<file path="config.mk">
export PLATFORM = sky130hd
export DESIGN_NAME = lqm_queue_table
export DESIGN_NICKNAME = d
export VERILOG_FILES = /design/src/sv/lqm_queue_table.sv
export SDC_FILE = /design/constraint.sdc
export NUM_CORES = 1
export LEC_CHECK = 0
export BUFFER_PORTS_ARGS = -buffer_cell sky130_fd_sc_hd__buf_2
export CAP_MARGIN = 20
export CELL_PAD_IN_SITES_DETAIL_PLACEMENT = 1
export CELL_PAD_IN_SITES_GLOBAL_PLACEMENT = 2
export CORE_MARGIN = 4
export CORE_UTILIZATION = 48
export DETAILED_ROUTE_END_ITERATION = 10
export GPL_ROUTABILITY_DRIVEN = 0
export PLACE_DENSITY = 0.86
export SYNTH_ARGS = -nofsm -noshare
export SYNTH_HDL_FRONTEND = slang
export SYNTH_SLANG_ARGS = --single-unit
</file>
<file path="constraint.sdc">
create_clock -name clk -period 2.1 [get_ports clk]
set_input_delay 0.105 -clock clk [delete_from_list [all_inputs] [get_ports clk]]
set_output_delay 0.105 -clock clk [all_outputs]
set_load 0.02 [all_outputs]
</file>
<file path="src/sv/lqm_queue_table.sv">
`timescale 1ns / 1ps
`default_nettype none

module lqm_queue_table #(
	parameter int NQ    = 4,
	parameter int QW    = 2,
	parameter int DEPTH = 256,
	parameter int LW    = 9,
	parameter int CW    = 9
) (
	input  wire           clk,
	input  wire           arst_n,
	input  wire           rd_en,
	input  wire  [QW-1:0] rd_addr_a,
	input  wire  [QW-1:0] rd_addr_b,
	input  wire           wr_en,
	input  wire  [QW-1:0] wr_addr,
	input  wire  [LW-1:0] wr_head,
	input  wire  [LW-1:0] wr_tail,
	input  wire  [CW-1:0] wr_count,
	output logic [LW-1:0] a_head,
	output logic [LW-1:0] a_tail,
	output logic [CW-1:0] a_count,
	output logic [LW-1:0] b_head,
	output logic [LW-1:0] b_tail,
	output logic [CW-1:0] b_count
);

	localparam logic [LW-1:0] NULL_LINK = LW'(DEPTH);

	logic [LW-1:0] head_mem [NQ];
	logic [LW-1:0] tail_mem [NQ];
	logic [CW-1:0] count_mem [NQ];
	logic [NQ-1:0] vld_q;

	logic [LW-1:0] a_head_q, a_tail_q, b_head_q, b_tail_q;
	logic [CW-1:0] a_count_q, b_count_q;

	// entries never written read as an empty queue
	always_ff @(posedge clk or negedge arst_n) begin
		if (!arst_n) begin
			vld_q <= '0;
		end else if (wr_en) begin
			vld_q[wr_addr] <= 1'b1;
		end
	end

	always_ff @(posedge clk) begin
		if (wr_en) begin
			head_mem[wr_addr]  <= wr_head;
			tail_mem[wr_addr]  <= wr_tail;
			count_mem[wr_addr] <= wr_count;
		end
	end

	always_ff @(posedge clk) begin
		if (rd_en) begin
			a_head_q  <= vld_q[rd_addr_a] ? head_mem[rd_addr_a]  : NULL_LINK;
			a_tail_q  <= vld_q[rd_addr_a] ? tail_mem[rd_addr_a]  : NULL_LINK;
			a_count_q <= vld_q[rd_addr_a] ? count_mem[rd_addr_a] : '0;
			b_head_q  <= vld_q[rd_addr_b] ? head_mem[rd_addr_b]  : NULL_LINK;
			b_tail_q  <= vld_q[rd_addr_b] ? tail_mem[rd_addr_b]  : NULL_LINK;
			b_count_q <= vld_q[rd_addr_b] ? count_mem[rd_addr_b] : '0;
		end
	end

	assign a_head  = a_head_q;
	assign a_tail  = a_tail_q;
	assign a_count = a_count_q;
	assign b_head  = b_head_q;
	assign b_tail  = b_tail_q;
	assign b_count = b_count_q;

endmodule

`default_nettype wire

</file>
Word level (Yosys, flattened, before mapping):

Memory sizes are Yosys's and may differ from the RTL's. A register that Yosys moved wholly into a read port is not among the register bits.
Cells that the tools add are included.
W data, S select, Z words.

* flip-flop bits (word level): 4
* bits in writable memories: 108
* bits of input ports: 37
* logic and storage cells: 24
* memories kept: 3

* magnitude comparators: 4
* mux-type cells: 8
* bitwise logic cells: 1
* reductions and logical operators: 7

Memories
* count_mem: words 4, bits a word 9, read ports 2, clocked after memory_dff 2, wr ports 1, line 33 `logic [CW-1:0] count_mem [NQ];`
* head_mem: words 4, bits a word 9, read ports 2, clocked after memory_dff 2, wr ports 1, line 31 `logic [LW-1:0] head_mem [NQ];`
* tail_mem: words 4, bits a word 9, read ports 2, clocked after memory_dff 2, wr ports 1, line 32 `logic [LW-1:0] tail_mem [NQ];`

Operators with widths (count)
* $lt A2 B3 Y1 const B: 3
* $logic_not A1 Y1: 6
* $mux W1: 5
* $bmux W1 S2: 2
* $or A4 B4 Y4: 1
* $demux W1 S2: 1
* $ge A2 B1 Y1 const B: 1
* $logic_and A1 B1 Y1: 1

Logic depth before layout (Yosys ltp):

* word-level depth: 5
* mapped depth: 4

Worst setup path before layout:

Ideal clock, no wire load.

* path kind: input port to flip-flop
* start point: input port wr_addr[0]
* end point: memory count_mem[0][0], enable pin
* library setup time: 453 ps
* arrival time: 2180 ps
* required time: 1647 ps
* setup slack: -533 ps
* cell stages on the path: 1
* buffers on the path: 0
* cells stage by stage: nor3b_1

RTL lines
* start: declaration: line 17 `input wire [QW-1:0] wr_addr,`
* end: declaration: line 33

No word-level cell before the write port.

Worst setup path in the final report:

* start point: register vld_q[3]
* end point: register a_count_q[7], in the netlist a_count[7], read port of count_mem (data pin)

* cells in the longest elaborated chain, start to end: 3

Ends and longest elaborated chain
* start: declaration: line 34 `logic [NQ-1:0] vld_q;`
* start signal: assignment: line 42 `vld_q <= '0;`
* start signal: indexed assignment: line 44 `vld_q[wr_addr] <= 1'b1;`
* $bmux W1 S2: line 60 `a_count_q <= vld_q[rd_addr_a] ? count_mem[rd_addr_a] : '0;`
* $mux W1 (not written as such): line 60
* $logic_not A1 Y1 (no line)
* end: declaration: line 37 `logic [CW-1:0] a_count_q, b_count_q;`

Every way passes these cells. The select of a mux whose other input is x is not followed.
A chain may end at the register's enable or synchronous reset.

==> metrics.txt <==
hold path start wr_en; pwr dens roughly 930 nW/um^2; fmax roughly 600 MHz; Longest Clk Path Bufs 2; syn nets 338; VDD IR-drop max 577 uV; max_slew headroom 45.1%; Post-Synthesis Cells 301; DP HPWL about 8400 um; die area approximately 16000 sq um; Initial Util 49.3%; layout cells sized above 1 about half; setup repair bufs after CTS 0; Root Buffer clkbuf_16; Worst Max-Slew Pin Slew 0.823 ns; critical path class reg2reg; Synthesis Warnings 0; Max stage delay on crit path 0.79 ns; Slew Limit Fails 0; Tot GR Track Use 19.3%; Multi-input gate area about 1800 sq um; fin crit share between 80% and 90%; Worst Hold End vld_q[1]; Tmin final between 1.5 and 2 ns; hold path cells 3; Seq cells post-synth around 170; drt via density around 5.5; first-pass GRT wire length 22700 um; largest net degree at the start of global routing 37; CP top delay family multiplexers; sequential area share after synthesis between 70% and 80%; Min-Delay Path Class in2reg; port bufs 90; Critical R2R Launch vld_q[3]; top cells by area, synth edfxtp_1 (71%), mux4_2 (15%), and2_4 (5.1%), mux4_1 (3.8%), dfrtp_1 (1.5%); FF+latch area 4960 sq um; Avg Cell Area, Syn about 23 sq um; RSZ-0062 raised after global routing no; Slowest-stage cell, CP mux4_2; Placed Instances about 570; CORE AREA about 14000 sq um; Fin Setup TNS 0 ns; htree depth 4; FF-to-FF path depth 2; WP data required 2.28 ns; drc violations 0; first-pass detailed-route iteration total 4; # fillers ~1200; antenna cells 0; max-cap check violation count 0; number of DRC markers in iteration 0 214; dominant synthesized flop cell edfxtp_1; initial antenna violation count 0; CP Capture Type register; Post-synth EDFFs ~160; status complete, no violations; via count 3429; Worst Clk Skew between 0.01 and 0.015 ns; synthesis-to-finish area growth 23.1%; total CTS buffers 17; Num Clock Sinks 166; critical path fanouts, max 27; share of the synthesized area in the top cell type just over 70%; clk_lat worst skew between 0.4 and 0.5 ns; Die W ~130 um; reg2reg end a_count[7]; final core utilization between 60% and 70%; I/O Pins 91; Die H around 130 um; reg2reg setup slack approximately 0.41 ns; Netlist cell types 18; hold_buf cts 31; final setup fails 0; post-route insts no fill around 630; nature of the critical path startpoint register; FFs w/ async S/R, synth 2.41%; DRT antenna net count 0; GRT overflow 0; leakage ~3 nW; critical path, cell by cell mux4_2 -> and2_4; detailed-route wire length per cell approximately 23 um; Synth area leader edfxtp_1; WP buf/inv 0; Hold Fails Final Rpt 0; final wirelength between 10000 and 15000 um; clock-pin slew on the worst setup and hold paths ~0.06 ns; CTS tree yes; Nets around 470; CP arrival ~1.9 ns; vias in the first global route 3849; post-CTS sizing 0; synthesized cell area roughly 6900 sq um; row count 43
-- flip-flops by register name, summed over array words and instances (netlist names) --
signal / count
a_count: 9
a_head: 9
a_tail: 9
b_count: 9
b_head: 9
b_tail: 9
count_mem: 36
head_mem: 36
tail_mem: 36
vld_q: 4
-- cell families after synthesis --
| family | share of synthesized area [%] |
|---|---|
| and+or+nand+nor | 7.14 |
| AOI/OAI and AO/OA | 0.109 |
| muxes | 18.8 |
| buffers and inverters | 1.85 |
| DFF | 72.1 |
-- worst max path at each step --
stage,from,to,slack [ns],depth (start not counted)
2_1_floorplan,wr_en,count_mem[1][0],0.37,2
3_3_place_gp,rd_addr_b[0],b_head[4],0.38,3
3_5_place_dp,rd_addr_b[0],b_head[0],0.34,3
4_1_cts,vld_q[3],a_count[7],0.40,2
5_1_grt,vld_q[3],a_tail[1],0.33,2
6_report,vld_q[3],a_count[7],0.41,2
-- cell usage after synthesis, types with 2 or more instances --
cell type,number
edfxtp_1,162
mux4_2,46
and2_4,40
and2_1,10
mux4_1,10
buf_6,6
buf_2,4
buf_4,4
dfrtp_1,4
or2b_1,4
or2_2,3
clkbuf_2,2
-- worst register-to-register path, stage by stage (launching register included) --
cell and delay [ns]:
dfrtp_1 0.39, mux4_2 0.79, and2_4 0.27
-- cell type report --
class | count | share of cell area (%)
flip-flops and latches | 166 | 58.5
multi-input cells | 119 | 21.4
repair buffers | 132 | 10.2
clock buffers | 23 | 5.63
well taps | 180 | 2.65
clock inverters | 9 | 1.50
-- cell usage in the layout (no fill, tap or decap), types with 2 or more instances in the layout --
master,count
buf_2,90
clkinv_2,2
buf_12,2
clkbuf_16,17
dlygate4sd3_1,31
or2b_1,4
and2_4,40
clkbuf_1,3
or2_2,3
dfrtp_1,4
clkinvlp_4,2
mux4_1,10
and2_1,10
mux4_2,46
clkbuf_8,3
bufinv_16,3
buf_4,9
edfxtp_1,162
-- through the flow --
stage	hold WS [ns]	power, mW	area [sq um]	setup slack [ns]
5_1_grt	0.0491	8.19	8480	0.328
3_3_place_gp	-0.0832	4.70	7570	0.376
2_1_floorplan	-0.191	4.47	6900	0.373
3_5_place_dp	-0.0775	4.74	7570	0.337
4_1_cts	0.0185	7.95	8480	0.399
6_report	0.0384	7.88	8480	0.407
-- routing by layer --
metal | part of all wire (%) | track usage, %
met5 | 0 | 0
met4 | 1.5 | 5.99
met3 | 3.8 | 5.13
met2 | 55 | 33.8
met1 | 40 | 23.5
-- where the power goes --
| part | switching, mW | leakage, nW | internal (mW) | total, mW |
|---|---|---|---|---|
| Clock | 1.20 | 0.291 | 1.96 | 3.16 |
| Combinational | 0.372 | 1.21 | 0.398 | 0.770 |
| Sequential | 0.0765 | 1.56 | 3.87 | 3.95 |
(Power assumes the default switching activity.)
